File: config.mk
export PLATFORM = sky130hd
export DESIGN_NAME = tar_stream_reader_top_flat
export DESIGN_NICKNAME = d
export VERILOG_FILES = /design/src/hw/rtl/tsr_pkg.sv /design/src/hw/rtl/tsr_if.sv /design/src/hw/rtl/tsr_field.sv /design/src/hw/rtl/tsr_parser.sv /design/src/hw/rtl/tsr_queue.sv /design/src/hw/rtl/tar_stream_reader_top.sv /design/src/flat_wrapper.sv
export SDC_FILE = /design/constraint.sdc
export NUM_CORES = 2
export LEC_CHECK = 0
export BUFFER_PORTS_ARGS = -buffer_cell sky130_fd_sc_hd__buf_2
export CAP_MARGIN = 5
export CORE_ASPECT_RATIO = 1.5
export CORE_MARGIN = 1.5
export CORE_UTILIZATION = 61
export CTS_CLUSTER_SIZE = 28
export DETAILED_ROUTE_END_ITERATION = 6
export PLACE_DENSITY_LB_ADDON = 0.05
export SLEW_MARGIN = 5
export SYNTH_ARGS = -nofsm -noshare
export SYNTH_HDL_FRONTEND = slang
export SYNTH_SLANG_ARGS = --single-unit
File: constraint.sdc
create_clock -name i_clk -period 7.28 [get_ports i_clk]
set_clock_uncertainty 0.05 [all_clocks]
set_input_delay 0.364 -clock i_clk [delete_from_list [all_inputs] [get_ports i_clk]]
set_output_delay 0.364 -clock i_clk [all_outputs]
set_load 0.005 [all_outputs]
File: src/hw/rtl/tsr_pkg.sv
`default_nettype none

package tsr_pkg;

    // Block geometry of the archive.
    localparam int BLOCK_LEN = 512;
    localparam int OFF_W     = 9;
    localparam int NAME_LEN  = 100;

    // Header field offsets. Each octal field runs up to the start of the next one.
    localparam int OFF_MODE  = 100;
    localparam int OFF_UID   = 108;
    localparam int OFF_GID   = 116;
    localparam int OFF_SIZE  = 124;
    localparam int OFF_MTIME = 136;
    localparam int OFF_CHK   = 148;
    localparam int OFF_TYPE  = 156;

    // Character codes.
    localparam logic [7:0] CHAR_NUL   = 8'h00;
    localparam logic [7:0] CHAR_SPACE = 8'h20;
    localparam logic [7:0] CHAR_0     = 8'h30;
    localparam logic [7:0] CHAR_5     = 8'h35;
    localparam logic [7:0] CHAR_7     = 8'h37;

    // Mode bit that marks a directory.
    localparam logic [20:0] DIR_BIT = 21'o0040000;

    // At most two result words follow from one input byte.
    localparam int MAX_RES = 2;

    // Result event codes.
    localparam logic [2:0] EV_NAME      = 3'd0;
    localparam logic [2:0] EV_HEADER    = 3'd1;
    localparam logic [2:0] EV_DATA      = 3'd2;
    localparam logic [2:0] EV_FILE_DONE = 3'd3;
    localparam logic [2:0] EV_ARCH_DONE = 3'd4;
    localparam logic [2:0] EV_ERROR     = 3'd5;

    // Error codes.
    localparam logic [1:0] ERR_FIELD  = 2'd0;
    localparam logic [1:0] ERR_TYPE   = 2'd1;
    localparam logic [1:0] ERR_CHKSUM = 2'd2;
    localparam logic [1:0] ERR_PAD    = 2'd3;

    // Stream position of the parser.
    typedef enum logic [2:0] {
        PH_HEADER,
        PH_DATA,
        PH_PAD,
        PH_FIN1,
        PH_FIN2,
        PH_DONE,
        PH_ERROR
    } t_phase;

    // Position within one octal field.
    typedef enum logic [1:0] {
        FP_LEAD,
        FP_DIGITS,
        FP_TRAIL,
        FP_BAD
    } t_fphase;

    // Sticky per-header status.
    typedef struct packed {
        logic name_done;
        logic hdr_bad;
        logic is_dir;
        logic type_bad;
        logic chk_bad;
    } t_flags;

    // Control from the parser to the octal field accumulator.
    typedef struct packed {
        logic step;
        logic first;
    } t_field_ctl;

    // Status from the octal field accumulator.
    typedef struct packed {
        logic [32:0] value;
        logic        end_ok;
    } t_field_sts;

    // One result word.
    typedef struct packed {
        logic [2:0]  event_res;
        logic [7:0]  out_byte;
        logic [20:0] file_mode;
        logic [20:0] owner_id;
        logic [20:0] group_id;
        logic [32:0] file_size;
        logic [31:0] mod_time;
        logic        is_directory;
        logic [1:0]  error_code;
        logic        last;
    } t_result;

endpackage

`default_nettype wire

File: src/hw/rtl/tsr_if.sv
`default_nettype none

// Input channel: one archive byte per word.
interface tsr_in_if;
    logic       valid;
    logic       ready;
    logic [7:0] stream_byte;

    modport source (output valid, output stream_byte, input ready);
    modport sink (input valid, input stream_byte, output ready);
endinterface

// Result channel: one parser event per word.
interface tsr_out_if;
    logic        valid;
    logic        ready;
    logic [2:0]  event_res;
    logic [7:0]  out_byte;
    logic [20:0] file_mode;
    logic [20:0] owner_id;
    logic [20:0] group_id;
    logic [32:0] file_size;
    logic [31:0] mod_time;
    logic        is_directory;
    logic [1:0]  error_code;
    logic        last;

    modport source (
        output valid, output event_res, output out_byte, output file_mode,
        output owner_id, output group_id, output file_size, output mod_time,
        output is_directory, output error_code, output last, input ready
    );
    modport sink (
        input valid, input event_res, input out_byte, input file_mode,
        input owner_id, input group_id, input file_size, input mod_time,
        input is_directory, input error_code, input last, output ready
    );
endinterface

`default_nettype wire

File: src/hw/rtl/tsr_field.sv
`default_nettype none

// Octal field accumulator: leading fill, digits, trailing fill.
module tsr_field (
    input  wire                 i_clk,
    input  wire                 i_rst_n,
    input  tsr_pkg::t_field_ctl i_ctl,
    input  wire  [7:0]          i_byte,
    output tsr_pkg::t_field_sts o_sts
);
    import tsr_pkg::*;

    t_fphase     r_phase;
    t_fphase     n_phase;
    logic [32:0] r_value;
    logic [32:0] n_value;
    t_fphase     eff_phase;
    logic [32:0] eff_value;
    logic        is_fill;
    logic        is_digit;

    // Byte classes.
    assign is_fill  = (i_byte == CHAR_SPACE) || (i_byte == CHAR_NUL);
    assign is_digit = (i_byte >= CHAR_0) && (i_byte <= CHAR_7);

    // The first byte of a field starts from a clean accumulator.
    assign eff_phase = i_ctl.first ? FP_LEAD : r_phase;
    assign eff_value = i_ctl.first ? 33'd0 : r_value;

    // Next state of the field scanner.
    always_comb begin
        n_phase = r_phase;
        n_value = r_value;
        if (i_ctl.step) begin
            n_phase = eff_phase;
            n_value = eff_value;
            case (eff_phase)
                FP_LEAD: begin
                    if (is_digit) begin
                        n_phase = FP_DIGITS;
                        n_value = {30'd0, i_byte[2:0]};
                    end else if (!is_fill) begin
                        n_phase = FP_BAD;
                    end
                end
                FP_DIGITS: begin
                    if (is_digit) begin
                        n_value = {eff_value[29:0], i_byte[2:0]};
                    end else if (is_fill) begin
                        n_phase = FP_TRAIL;
                    end else begin
                        n_phase = FP_BAD;
                    end
                end
                FP_TRAIL: begin
                    if (!is_fill) begin
                        n_phase = FP_BAD;
                    end
                end
                default: begin
                end
            endcase
        end
    end

    // A field is good when its closing byte is fill and a digit was seen.
    always_comb begin
        o_sts.value  = r_value;
        o_sts.end_ok = is_fill && ((r_phase == FP_DIGITS) || (r_phase == FP_TRAIL));
    end

    always_ff @(posedge i_clk) begin
        if (!i_rst_n) begin
            r_phase <= FP_LEAD;
            r_value <= 33'd0;
        end else begin
            r_phase <= n_phase;
            r_value <= n_value;
        end
    end

endmodule

`default_nettype wire

File: src/hw/rtl/tsr_parser.sv
`default_nettype none

// Stream parser: block position, header checks and result words for each byte.
module tsr_parser (
    input  wire                 i_clk,
    input  wire                 i_rst_n,
    input  wire                 i_valid,
    input  wire  [7:0]          i_byte,
    input  tsr_pkg::t_field_sts i_fld,
    output tsr_pkg::t_field_ctl o_fld_ctl,
    output tsr_pkg::t_result    o_res0,
    output tsr_pkg::t_result    o_res1,
    output logic [1:0]          o_count
);
    import tsr_pkg::*;

    t_phase             r_phase;
    t_phase             n_phase;
    logic [OFF_W-1:0]   r_off;
    logic [OFF_W-1:0]   n_off;
    logic [16:0]        r_sum;
    logic [16:0]        n_sum;
    logic [20:0]        r_mode;
    logic [20:0]        n_mode;
    logic [20:0]        r_uid;
    logic [20:0]        n_uid;
    logic [20:0]        r_gid;
    logic [20:0]        n_gid;
    logic [31:0]        r_mtime;
    logic [31:0]        n_mtime;
    logic [32:0]        r_rem;
    logic [32:0]        n_rem;
    t_flags             r_flags;
    t_flags             n_flags;

    logic               live;
    logic               at_end;
    logic               lead_nul;
    logic               hdr_byte;
    t_flags             flags_base;
    logic               in_chk;
    logic [16:0]        sum_next;
    logic               in_fields;
    logic               is_first;
    logic               is_last;
    logic               name_emit;
    logic               hdr_fail;
    logic [1:0]         hdr_err;
    logic [32:0]        rem_dec;
    logic               data_zero;
    logic               nonzero;

    // Byte decode shared by the state update and the result words.
    assign live     = i_valid && (r_phase != PH_DONE) && (r_phase != PH_ERROR);
    assign at_end   = (r_off == OFF_W'(BLOCK_LEN - 1));
    assign nonzero  = (i_byte != CHAR_NUL);
    assign lead_nul = (r_off == '0) && !nonzero;
    assign hdr_byte = live && (r_phase == PH_HEADER) && !lead_nul;

    // A new header block starts its flags and checksum from zero.
    assign flags_base = (r_off == '0) ? '0 : r_flags;
    assign in_chk     = (r_off >= OFF_W'(OFF_CHK)) && (r_off < OFF_W'(OFF_TYPE));
    assign sum_next   = ((r_off == '0) ? 17'd0 : r_sum)
                      + (in_chk ? {9'd0, CHAR_SPACE} : {9'd0, i_byte});

    // Octal field boundaries.
    assign in_fields = (r_off >= OFF_W'(OFF_MODE)) && (r_off < OFF_W'(OFF_TYPE));
    assign is_first  = (r_off == OFF_W'(OFF_MODE)) || (r_off == OFF_W'(OFF_UID))
                    || (r_off == OFF_W'(OFF_GID)) || (r_off == OFF_W'(OFF_SIZE))
                    || (r_off == OFF_W'(OFF_MTIME)) || (r_off == OFF_W'(OFF_CHK));
    assign is_last   = (r_off == OFF_W'(OFF_UID - 1)) || (r_off == OFF_W'(OFF_GID - 1))
                    || (r_off == OFF_W'(OFF_SIZE - 1)) || (r_off == OFF_W'(OFF_MTIME - 1))
                    || (r_off == OFF_W'(OFF_CHK - 1)) || (r_off == OFF_W'(OFF_TYPE - 1));

    always_comb begin
        o_fld_ctl.step  = hdr_byte && in_fields && !is_last;
        o_fld_ctl.first = is_first;
    end

    assign name_emit = hdr_byte && (r_off < OFF_W'(NAME_LEN)) && !flags_base.name_done
                    && nonzero;

    // Header verdict at the last byte of the block; the checksum field value is
    // still held by the accumulator there.
    assign hdr_fail = flags_base.hdr_bad || flags_base.type_bad || flags_base.chk_bad
                   || (i_fld.value != {16'd0, sum_next});
    assign hdr_err  = flags_base.hdr_bad  ? ERR_FIELD :
                      flags_base.type_bad ? ERR_TYPE  : ERR_CHKSUM;

    assign rem_dec   = r_rem - 33'd1;
    assign data_zero = (rem_dec == 33'd0);

    // Next state.
    always_comb begin
        n_phase = r_phase;
        n_off   = r_off;
        n_sum   = r_sum;
        n_mode  = r_mode;
        n_uid   = r_uid;
        n_gid   = r_gid;
        n_mtime = r_mtime;
        n_rem   = r_rem;
        n_flags = r_flags;
        if (live) begin
            n_off = r_off + OFF_W'(1);
            case (r_phase)
                PH_HEADER: begin
                    if (lead_nul) begin
                        n_phase = PH_FIN1;
                    end else begin
                        n_sum   = sum_next;
                        n_flags = flags_base;
                        if ((r_off < OFF_W'(NAME_LEN)) && !nonzero) begin
                            n_flags.name_done = 1'b1;
                        end
                        if (r_off == OFF_W'(OFF_UID - 1)) begin
                            if (i_fld.end_ok) n_mode = i_fld.value[20:0];
                            else n_flags.hdr_bad = 1'b1;
                        end
                        if (r_off == OFF_W'(OFF_GID - 1)) begin
                            if (i_fld.end_ok) n_uid = i_fld.value[20:0];
                            else n_flags.hdr_bad = 1'b1;
                        end
                        if (r_off == OFF_W'(OFF_SIZE - 1)) begin
                            if (i_fld.end_ok) n_gid = i_fld.value[20:0];
                            else n_flags.hdr_bad = 1'b1;
                        end
                        if (r_off == OFF_W'(OFF_MTIME - 1)) begin
                            if (i_fld.end_ok) n_rem = i_fld.value;
                            else n_flags.hdr_bad = 1'b1;
                        end
                        if (r_off == OFF_W'(OFF_CHK - 1)) begin
                            if (i_fld.end_ok && !i_fld.value[32]) n_mtime = i_fld.value[31:0];
                            else n_flags.hdr_bad = 1'b1;
                        end
                        if ((r_off == OFF_W'(OFF_TYPE - 1)) && !i_fld.end_ok) begin
                            n_flags.chk_bad = 1'b1;
                        end
                        if (r_off == OFF_W'(OFF_TYPE)) begin
                            if (i_byte == CHAR_5) n_flags.is_dir = 1'b1;
                            else if (i_byte != CHAR_0) n_flags.type_bad = 1'b1;
                        end
                        if (at_end) begin
                            if (hdr_fail) n_phase = PH_ERROR;
                            else if (r_rem != 33'd0) n_phase = PH_DATA;
                        end
                    end
                end
                PH_DATA: begin
                    n_rem = rem_dec;
                    if (data_zero) begin
                        n_phase = at_end ? PH_HEADER : PH_PAD;
                    end
                end
                PH_PAD: begin
                    if (nonzero) n_phase = PH_ERROR;
                    else if (at_end) n_phase = PH_HEADER;
                end
                PH_FIN1, PH_FIN2: begin
                    if (nonzero) begin
                        n_phase = PH_ERROR;
                    end else if (at_end) begin
                        n_phase = (r_phase == PH_FIN1) ? PH_FIN2 : PH_DONE;
                    end
                end
                default: begin
                end
            endcase
        end
    end

    // Result words for this byte; the final one carries the last mark.
    always_comb begin
        o_res0  = '0;
        o_res1  = '0;
        o_count = 2'd0;
        if (live) begin
            case (r_phase)
                PH_HEADER: begin
                    if (name_emit) begin
                        o_res0.event_res = EV_NAME;
                        o_res0.out_byte  = i_byte;
                        o_count          = 2'd1;
                    end
                    if (hdr_byte && at_end) begin
                        if (hdr_fail) begin
                            o_res0.event_res  = EV_ERROR;
                            o_res0.error_code = hdr_err;
                            o_count           = 2'd1;
                        end else begin
                            o_res0.event_res    = EV_HEADER;
                            o_res0.file_mode    = r_mode | (flags_base.is_dir ? DIR_BIT : '0);
                            o_res0.owner_id     = r_uid;
                            o_res0.group_id     = r_gid;
                            o_res0.file_size    = r_rem;
                            o_res0.mod_time     = r_mtime;
                            o_res0.is_directory = flags_base.is_dir;
                            if (r_rem == 33'd0) begin
                                o_res1.event_res = EV_FILE_DONE;
                                o_count          = 2'd2;
                            end else begin
                                o_count = 2'd1;
                            end
                        end
                    end
                end
                PH_DATA: begin
                    o_res0.event_res = EV_DATA;
                    o_res0.out_byte  = i_byte;
                    if (data_zero && at_end) begin
                        o_res1.event_res = EV_FILE_DONE;
                        o_count          = 2'd2;
                    end else begin
                        o_count = 2'd1;
                    end
                end
                PH_PAD: begin
                    if (nonzero) begin
                        o_res0.event_res  = EV_ERROR;
                        o_res0.error_code = ERR_PAD;
                        o_count           = 2'd1;
                    end else if (at_end) begin
                        o_res0.event_res = EV_FILE_DONE;
                        o_count          = 2'd1;
                    end
                end
                PH_FIN1, PH_FIN2: begin
                    if (nonzero) begin
                        o_res0.event_res  = EV_ERROR;
                        o_res0.error_code = ERR_PAD;
                        o_count           = 2'd1;
                    end else if (at_end && (r_phase == PH_FIN2)) begin
                        o_res0.event_res = EV_ARCH_DONE;
                        o_count          = 2'd1;
                    end
                end
                default: begin
                end
            endcase
        end
        o_res0.last = (o_count == 2'd1);
        o_res1.last = (o_count == 2'd2);
    end

    always_ff @(posedge i_clk) begin
        if (!i_rst_n) begin
            r_phase <= PH_HEADER;
            r_off   <= '0;
            r_sum   <= '0;
            r_mode  <= '0;
            r_uid   <= '0;
            r_gid   <= '0;
            r_mtime <= '0;
            r_rem   <= '0;
            r_flags <= '0;
        end else begin
            r_phase <= n_phase;
            r_off   <= n_off;
            r_sum   <= n_sum;
            r_mode  <= n_mode;
            r_uid   <= n_uid;
            r_gid   <= n_gid;
            r_mtime <= n_mtime;
            r_rem   <= n_rem;
            r_flags <= n_flags;
        end
    end

endmodule

`default_nettype wire

File: src/hw/rtl/tsr_queue.sv
`default_nettype none

// Result queue: takes up to two words a cycle, hands out one while the reader is ready.
module tsr_queue #(
    parameter int DEPTH = 4
) (
    input  wire              i_clk,
    input  wire              i_rst_n,
    input  wire  [1:0]       i_wr_count,
    input  tsr_pkg::t_result i_wr0,
    input  tsr_pkg::t_result i_wr1,
    output logic             o_space_ok,
    output logic             o_valid,
    output tsr_pkg::t_result o_data,
    input  wire              i_ready
);
    import tsr_pkg::*;

    localparam int IDX_W = (DEPTH > 1) ? $clog2(DEPTH) : 1;
    localparam int CNT_W = $clog2(DEPTH + 1);

    t_result            r_mem [DEPTH];
    logic [IDX_W-1:0]   r_wr;
    logic [IDX_W-1:0]   n_wr;
    logic [IDX_W-1:0]   r_rd;
    logic [IDX_W-1:0]   n_rd;
    logic [CNT_W-1:0]   r_count;
    logic [CNT_W-1:0]   n_count;
    logic [IDX_W-1:0]   wr_next;
    logic               pop;

    function automatic logic [IDX_W-1:0] wrap_inc(input logic [IDX_W-1:0] p);
        return (p == IDX_W'(DEPTH - 1)) ? '0 : p + IDX_W'(1);
    endfunction

    // Room for a full pair is needed before the next byte is taken.
    assign o_space_ok = (r_count <= CNT_W'(DEPTH - MAX_RES));
    assign o_valid    = (r_count != '0);
    assign o_data     = r_mem[r_rd];
    assign pop        = o_valid && i_ready;
    assign wr_next    = wrap_inc(r_wr);

    // Pointer and fill count update.
    always_comb begin
        n_wr    = r_wr;
        n_rd    = pop ? wrap_inc(r_rd) : r_rd;
        n_count = r_count + CNT_W'(i_wr_count) - CNT_W'(pop);
        case (i_wr_count)
            2'd1:    n_wr = wr_next;
            2'd2:    n_wr = wrap_inc(wr_next);
            default: n_wr = r_wr;
        endcase
    end

    // Storage of the queued words.
    always_ff @(posedge i_clk) begin
        if (i_wr_count != 2'd0) begin
            r_mem[r_wr] <= i_wr0;
        end
        if (i_wr_count == 2'd2) begin
            r_mem[wr_next] <= i_wr1;
        end
    end

    always_ff @(posedge i_clk) begin
        if (!i_rst_n) begin
            r_wr    <= '0;
            r_rd    <= '0;
            r_count <= '0;
        end else begin
            r_wr    <= n_wr;
            r_rd    <= n_rd;
            r_count <= n_count;
        end
    end

endmodule

`default_nettype wire

File: src/hw/rtl/tar_stream_reader_top.sv
`default_nettype none

// Channel   Direction  Word contents
// i_in      in         stream_byte: next byte of the archive
// o_res     out        event_res, out_byte, header fields, error_code, last
//
// One archive byte is taken per cycle while the queue has room. Its results are written
// into the result queue at the edge that accepts it, so with an empty queue the first
// result is offered in the next cycle. A byte can produce two words (header plus file
// done, last data byte plus file done); the queue drains one word per cycle while o_res
// is ready; input is held off with fewer than two free entries. Reset has no sweep.
// A stalled output stops input once the queue holds more than QUEUE_DEPTH - 2 words.
module tar_stream_reader_top #(
    parameter int QUEUE_DEPTH = 4
) (
    input wire        i_clk,
    input wire        i_rst_n,
    tsr_in_if.sink    i_in,
    tsr_out_if.source o_res
);
    import tsr_pkg::*;

    t_field_ctl fld_ctl;
    t_field_sts fld_sts;
    t_result    res0;
    t_result    res1;
    t_result    q_data;
    logic [1:0] wr_count;
    logic       space_ok;
    logic       q_valid;
    logic       accept;

    assign i_in.ready = space_ok;
    assign accept     = i_in.valid && space_ok;

    // Octal field accumulator.
    tsr_field u_field (
        .i_clk   (i_clk),
        .i_rst_n (i_rst_n),
        .i_ctl   (fld_ctl),
        .i_byte  (i_in.stream_byte),
        .o_sts   (fld_sts)
    );

    // Stream parser.
    tsr_parser u_parser (
        .i_clk     (i_clk),
        .i_rst_n   (i_rst_n),
        .i_valid   (accept),
        .i_byte    (i_in.stream_byte),
        .i_fld     (fld_sts),
        .o_fld_ctl (fld_ctl),
        .o_res0    (res0),
        .o_res1    (res1),
        .o_count   (wr_count)
    );

    // Result queue in front of the output channel.
    tsr_queue #(
        .DEPTH (QUEUE_DEPTH)
    ) u_queue (
        .i_clk      (i_clk),
        .i_rst_n    (i_rst_n),
        .i_wr_count (wr_count),
        .i_wr0      (res0),
        .i_wr1      (res1),
        .o_space_ok (space_ok),
        .o_valid    (q_valid),
        .o_data     (q_data),
        .i_ready    (o_res.ready)
    );

    // Output word fields.
    assign o_res.valid        = q_valid;
    assign o_res.event_res    = q_data.event_res;
    assign o_res.out_byte     = q_data.out_byte;
    assign o_res.file_mode    = q_data.file_mode;
    assign o_res.owner_id     = q_data.owner_id;
    assign o_res.group_id     = q_data.group_id;
    assign o_res.file_size    = q_data.file_size;
    assign o_res.mod_time     = q_data.mod_time;
    assign o_res.is_directory = q_data.is_directory;
    assign o_res.error_code   = q_data.error_code;
    assign o_res.last         = q_data.last;

    // Input is only held off while the queue has words waiting.
    a_stall_has_data: assert property (@(posedge i_clk) disable iff (!i_rst_n)
        !i_in.ready |-> o_res.valid)
        else $error("input stalled with an empty result queue");

    // A pair of words always ends in file done, marked last only on the second.
    a_pair_shape: assert property (@(posedge i_clk) disable iff (!i_rst_n)
        (wr_count == 2'd2) |-> ((res1.event_res == EV_FILE_DONE) && res1.last && !res0.last))
        else $error("bad two-word result");

    // A single word carries the last mark.
    a_single_last: assert property (@(posedge i_clk) disable iff (!i_rst_n)
        (wr_count == 2'd1) |-> res0.last)
        else $error("single result word without last mark");

    // Once an error or archive done word is delivered the parser stays silent.
    a_quiet_after_end: assert property (@(posedge i_clk) disable iff (!i_rst_n)
        (o_res.valid && o_res.ready
         && ((o_res.event_res == EV_ERROR) || (o_res.event_res == EV_ARCH_DONE)))
        |=> (wr_count == 2'd0))
        else $error("result produced after the end of the stream");

endmodule

`default_nettype wire
File: src/flat_wrapper.sv
// flat-port wrapper written by rule: the top's interface ports become plain ports
module tar_stream_reader_top_flat import tsr_pkg::*;
#(
    parameter int QUEUE_DEPTH = 4
)
  (i_clk, i_rst_n, i_in_valid, i_in_stream_byte, i_in_ready, o_res_valid, o_res_event_res, o_res_out_byte, o_res_file_mode, o_res_owner_id, o_res_group_id, o_res_file_size, o_res_mod_time, o_res_is_directory, o_res_error_code, o_res_last, o_res_ready);
  tsr_in_if i_in_i ();
  tsr_out_if o_res_i ();
  input wire i_clk;
  input wire i_rst_n;
  input wire logic [$bits(i_in_i.valid)-1:0] i_in_valid;
  input wire logic [$bits(i_in_i.stream_byte)-1:0] i_in_stream_byte;
  output wire logic [$bits(i_in_i.ready)-1:0] i_in_ready;
  output wire logic [$bits(o_res_i.valid)-1:0] o_res_valid;
  output wire logic [$bits(o_res_i.event_res)-1:0] o_res_event_res;
  output wire logic [$bits(o_res_i.out_byte)-1:0] o_res_out_byte;
  output wire logic [$bits(o_res_i.file_mode)-1:0] o_res_file_mode;
  output wire logic [$bits(o_res_i.owner_id)-1:0] o_res_owner_id;
  output wire logic [$bits(o_res_i.group_id)-1:0] o_res_group_id;
  output wire logic [$bits(o_res_i.file_size)-1:0] o_res_file_size;
  output wire logic [$bits(o_res_i.mod_time)-1:0] o_res_mod_time;
  output wire logic [$bits(o_res_i.is_directory)-1:0] o_res_is_directory;
  output wire logic [$bits(o_res_i.error_code)-1:0] o_res_error_code;
  output wire logic [$bits(o_res_i.last)-1:0] o_res_last;
  input wire logic [$bits(o_res_i.ready)-1:0] o_res_ready;
  assign i_in_i.valid = i_in_valid;
  assign i_in_i.stream_byte = i_in_stream_byte;
  assign i_in_ready = i_in_i.ready;
  assign o_res_valid = o_res_i.valid;
  assign o_res_event_res = o_res_i.event_res;
  assign o_res_out_byte = o_res_i.out_byte;
  assign o_res_file_mode = o_res_i.file_mode;
  assign o_res_owner_id = o_res_i.owner_id;
  assign o_res_group_id = o_res_i.group_id;
  assign o_res_file_size = o_res_i.file_size;
  assign o_res_mod_time = o_res_i.mod_time;
  assign o_res_is_directory = o_res_i.is_directory;
  assign o_res_error_code = o_res_i.error_code;
  assign o_res_last = o_res_i.last;
  assign o_res_i.ready = o_res_ready;
  tar_stream_reader_top #(.QUEUE_DEPTH(QUEUE_DEPTH)) u_core (.i_clk(i_clk), .i_rst_n(i_rst_n), .i_in(i_in_i), .o_res(o_res_i));
endmodule
; Yosys cells after proc, flatten, opt, wreduce, memory -nomap -nowiden
; Memories as Yosys holds them, arrays and structs flattened. A register that Yosys moved wholly into a read port is not among the register bits.
; Index checks and enable logic that the tools add are counted.
; W data, S select, Z words.
[totals]
inputBits = 12
mem_bits_rw = 572
n_memories = 1
register_bits = 204
[op_classes]
reduce_logical = 65
magnitude_cmp = 7
n_addsub = 8
eq_ne = 41
n_mux = 94
bitwise_logic = 2
[mem_list]
columns = memory, words, width, read_ports, rd_clocked_by_memory_dff, write_ports, line
row1 = u_core.u_queue.r_mem, 4, 143, 1, 1, 2, tsr_queue.sv:22  ; t_result r_mem [DEPTH];
[op_table]
columns = op, n
row1 = $mux W129, 2
row2 = $mux W33, 6
row3 = $mux W142, 1
row4 = $pmux W33 S2, 2
row5 = $mux W131, 1
row6 = $logic_not A33 Y1, 2
row7 = $eq A9 B7 Y1 const B, 7
row8 = $eq A9 B8 Y1 const B, 6
row9 = $mux W2, 27
row10 = $mux W3, 14
row11 = $ne A33 B17 Y1, 1
row12 = $reduce_bool A33 Y1, 1
row13 = $sub A33 B1 Y33 const B, 1
row14 = $mux W1, 28
row15 = $reduce_and A5 Y1, 5
row16 = $pmux W3 S4, 2
row17 = $logic_and A1 B1 Y1, 22
row18 = $or A21 B15 Y21, 1
row19 = $add A17 B8 Y17, 1
row20 = $mux W17, 1
row21 = $eq A8 B6 Y1 const B, 2
row22 = $mux W8, 2
row23 = $pmux W8 S2, 1
row24 = $logic_or A1 B1 Y1, 15
row25 = other kinds (41), 66

; Longest topological paths before layout
[depth]
depth_word = 16
mapped_depth = 27

; Cells and area by module
; A second synthesis with hierarchy kept.
[hier_totals]
cells_unflattened = 3126
area_unflattened_um2 = 40865.4
[by_module_without_submodules]
columns = mod, cells_each, seq_area_each_um2, area_each_um2, instances
row1 = tsr_queue, 1450, 17356.6, 28086.9, 1
row2 = tsr_parser, 1552, 3243.1, 11409.7, 1
row3 = tsr_field, 123, 700.7, 1362.6, 1
row4 = tar_stream_reader_top, 1, 0.0, 6.3, 1

; Least setup slack after synthesis
; No wires, ideal clock.
[synth_timing]
path_type = register to register
from = reg u_core.u_parser.r_off[5]
to = mem u_core.u_queue.r_mem[0][0] in the netlist's numbering, enable pin
t_required_ns = 6.965
path_stages_with_launch = 27
arrival_ns = 6.118
period_less_slack_ns = 6.433
path_buffers = 5
setup_slack_ns = 0.847
cell_sequence = dfxtp_1 clkbuf_1 or3b_2 clkbuf_1 nor3b_1 nand3b_1 and2_1 ha_1 inv_1 fa_1 xor2_1 nand4_1 a2111oi_2 o311ai_1 or4_1 nor4b_2 nand4_2 buf_6 or3_2 o21ai_1 a31o_2 ha_1 nor2b_1 a21oi_1 clkbuf_1 clkbuf_1 inv_1
[synth_rtl]
columns = element, line
row1 = start: declaration, tsr_parser.sv:19  ; logic [OFF_W-1:0] r_off;
row2 = start signal: assignment, tsr_parser.sv:258  ; r_off <= n_off;
row3 = end: declaration, tsr_queue.sv:22

==> impl_metrics.env <==
export IMPL_synth_compound_area_share=0.231
export IMPL_cts_setup_buffers=0
export IMPL_r2r_end="u_core.u_queue.r_mem[3][138]$_SDFFE_PP0N_"
export IMPL_routed_wl_um=94800
export IMPL_power_frac_clock=0.393
export IMPL_core_area_um2=51700
export IMPL_fmax_mhz=145
export IMPL_final_layout_size_suffix_gt1_frac=0.179
export IMPL_synthAdderAreaFrac=0.0122
export IMPL_regToRegSetupSlack_ps=390
export IMPL_die_area_um2=53700
export IMPL_status="complete, no violations"
export IMPL_ff2ff_path_depth=22
export IMPL_drt_iter0_drc=2102
export IMPL_cts_hold_buf=0
export IMPL_seqPwrFrac=0.460
export IMPL_hold_depth=2
export IMPL_finalHoldViolations=0
export IMPL_ant_nets=0
export IMPL_worstHoldStart="i_in_stream_byte[4]"
export IMPL_maxSlewViolCount=0
export IMPL_clockBufferDepth=3
export IMPL_final_common_cell="dfxtp_1"
export IMPL_p_switching_mw=2.71
export IMPL_gr_total_overflow=0
export IMPL_fp_dieW_um=190
export IMPL_fin_nets=3047
export IMPL_grt_max_degree=135
export IMPL_worstPathArrival_ps=7350
export IMPL_avgSynthCellArea_um2=10.7
export IMPL_power_internal_mw=7.19
export IMPL_rsz0062_at_grt="no"
export IMPL_die_h_um=283
export IMPL_hp_class="in -> reg"
export IMPL_postLayoutSetupSlackWorst_ps=393
export IMPL_yosysSeqAreaShare=0.492
export IMPL_worstSetupPathType="reg -> reg"
export IMPL_io_buffer_count=156
export IMPL_setup_viol=0
export IMPL_grt_usage=0.353
export IMPL_cts_root_buf="clkbuf_16"
export IMPL_pin_count=157
export IMPL_grt_pass1_vias=25889
export IMPL_slew_headroom=0.196
export IMPL_p_leak_nw=13.5
export IMPL_cts_resized=0
export IMPL_synth_warnings=0
export IMPL_post_route_period_util=0.946
export IMPL_vias=25424
export IMPL_ys_types=89
export IMPL_cts_tree="done"
export IMPL_dr_pass1_iters=7
export IMPL_yosysTopAreaCell="dfxtp_1"
export IMPL_layout_common_cells="dfxtp_1 (764), a22o_1 (559), nand2_1 (274), a21oi_1 (173), nor2_1 (163)"
export IMPL_yosys_mux_area_fraction=0.109
export IMPL_drv_cap=0
export IMPL_viasPerCell=6.80
export IMPL_ys_ff_latch=778
export IMPL_tightest_slew_ps=1210
export IMPL_rows=102
export IMPL_hold_path_end="u_core.u_queue.r_mem[2][136]$_SDFFE_PP0P_"
export IMPL_synth_edff_count=12
export IMPL_initial_core_util=0.617
export IMPL_synth_cells=2987
export IMPL_synth_top_family_by_area="compound AO/OA/AOI/OAI gates"
export IMPL_yosysTopAreaCellShare=0.481
export IMPL_remaining_drc_errors=0
export IMPL_dp_hpwl_um=59500
export IMPL_wl_per_cell_um=25.4
export IMPL_fin_crit_ps=6890
export IMPL_p_total_mw=9.90
export IMPL_synthesis_area_um2=31900
export IMPL_async_reset_ff_frac=0
export IMPL_area_growth_pct=12.1
export IMPL_synth_area_leaders="dfxtp_1 (48%), a22o_1 (15%), mux4_2 (10%)"
export IMPL_power_density_nw_per_um2=277
export IMPL_synth_simple_area_share=0.0971
export IMPL_critPathMaxFanout=67
export IMPL_rr_startpoint="u_core.u_parser.r_off[7]$_SDFFE_PN0P_"
export IMPL_startpoint_type="flop"
export IMPL_setup_tns_ps=0
export IMPL_clk_pin_slew_ps=70
export IMPL_p_sw_frac=0.273
export IMPL_clk_latency_ps=630
export IMPL_place_congestion=0.941
export IMPL_cts_sinks=778
export IMPL_grt_antenna_before_repair=3
export IMPL_synth_xor_area_frac=0.0106
export IMPL_p_comb_frac=0.147
export IMPL_syn_num_nets=3029
export IMPL_vdd_ir_drop_max_mv=0.274
export IMPL_crit_path_end_kind="flop"
export IMPL_pre_cts_ws_ps=555
export IMPL_h_tree_depth=3
export IMPL_cts_buffers=71
export IMPL_grt_pass1_wl_um=148000
export IMPL_synthFlopType="dfxtp_1"
export IMPL_critPathRequiredTime_ps=7740
-- synth_stat cells, types with 25 or more instances --
| master | count |
|---|---|
| nor3_1 | 41 |
| o21ai_0 | 91 |
| a22oi_1 | 44 |
| a21oi_1 | 177 |
| nand2_1 | 274 |
| buf_2 | 63 |
| dfxtp_1 | 766 |
| ha_1 | 28 |
| nor4_1 | 25 |
| nand3_1 | 30 |
| clkbuf_1 | 186 |
| nor2_1 | 164 |
| inv_1 | 41 |
| a22o_1 | 559 |
| mux4_2 | 143 |
| buf_1 | 31 |
-- area by class of cell --
type	instances	area (µm²)
well taps	676	846
flip-flops and latches	778	15700
clock buffers	102	2090
clock inverters	27	339
repair buffers	245	1840
inverters	42	163
fillers	3881	15900
diodes	1	2.50
multi-input cells	1867	14800
-- flip-flops by register name (all words and copies together), names as in the netlist, named ones only --
signal                   count
u_core.u_field.r_phase       2
u_core.u_field.r_value      33
u_core.u_parser.r_flags      5
u_core.u_parser.r_gid       21
u_core.u_parser.r_mode      21
u_core.u_parser.r_mtime     32
u_core.u_parser.r_off        9
u_core.u_parser.r_phase      3
u_core.u_parser.r_rem       33
u_core.u_parser.r_sum       17
u_core.u_parser.r_uid       21
u_core.u_queue.r_count       3
u_core.u_queue.r_mem       572
u_core.u_queue.r_rd          2
u_core.u_queue.r_wr          2
-- worst max path at each step --
stage	slack, ps	to	start	depth (start not counted)
final	390	u_core.u_queue.r_mem[3][138]$_SDFFE_PP0N_	u_core.u_parser.r_off[7]$_SDFFE_PN0P_	22
after global routing	40	u_core.u_queue.r_mem[3][46]$_SDFFE_PP0N_	u_core.u_parser.r_off[7]$_SDFFE_PN0P_	22
after CTS	490	u_core.u_queue.r_mem[3][138]$_SDFFE_PP0N_	u_core.u_parser.r_off[7]$_SDFFE_PN0P_	23
after floorplan	850	u_core.u_queue.r_mem[0][0]$_DFFE_PP_	u_core.u_parser.r_off[5]$_SDFFE_PN0P_	26
after detailed placement	550	u_core.u_queue.r_mem[3][135]$_SDFFE_PP0N_	u_core.u_parser.r_off[7]$_SDFFE_PN0P_	23
after global placement	600	u_core.u_queue.r_mem[3][132]$_SDFFE_PP0N_	u_core.u_parser.r_off[7]$_SDFFE_PN0P_	23
-- power groups by stage --
stage	Combinational, mW	Clock [mW]	Sequential, mW
final	1.45	3.89	4.55
after global routing	1.57	4.10	4.58
after CTS	1.45	3.93	4.55
after detailed placement	1.44	0	4.65
after global placement	1.42	0	4.64
after floorplan	1.09	0	4.54
-- worst max-delay path, cell delays in order (launching register included) --
cell,delay (ps)
dfxtp_1,540
or3b_2,570
nor3b_1,280
nand3b_1,250
and2_1,260
ha_1,440
a21o_1,240
a31oi_2,290
nand2_1,260
o311a_1,340
a311o_1,290
nor4b_1,340
buf_4,200
nand4_2,220
or3_2,500
o21ai_1,130
a31o_2,210
ha_1,320
buf_4,240
a21oi_4,90
buf_12,210
buf_4,220
a22o_1,230
-- logic make-up (layout without fill, tap and decap cells) --
group	count (synthesis)	in the layout
muxes	169	169
buffers and inverters	342	416
DFF	778	778
AOI/OAI and AO/OA	969	969
other	0	1
xor gates and xnor gates	37	37
adders and majority gates	30	30
and+or+nand+nor	662	662
-- metrics by stage --
stage / instances / area (µm²) / hold slack (ps) / utilization
after floorplan: 2987 / 31900 / 370 / -
after global placement: 3608 / 33300 / 380 / 0.645
after detailed placement: 3608 / 33300 / 392 / 0.645
after CTS: 3737 / 35800 / 27.9 / 0.692
after global routing: 3737 / 35800 / 51.6 / 0.692
final: 3738 / 35800 / 49.4 / 0.692
-- per-layer routing --
metal	vias up	track usage	routed length, µm
li1	11241	-	-
met5	-	0	44
met4	6	0.204	5200
met3	279	0.0566	6800
met1	12761	0.426	36100
met2	1137	0.594	46600
Note: power is estimated with default switching activity, not from simulation.
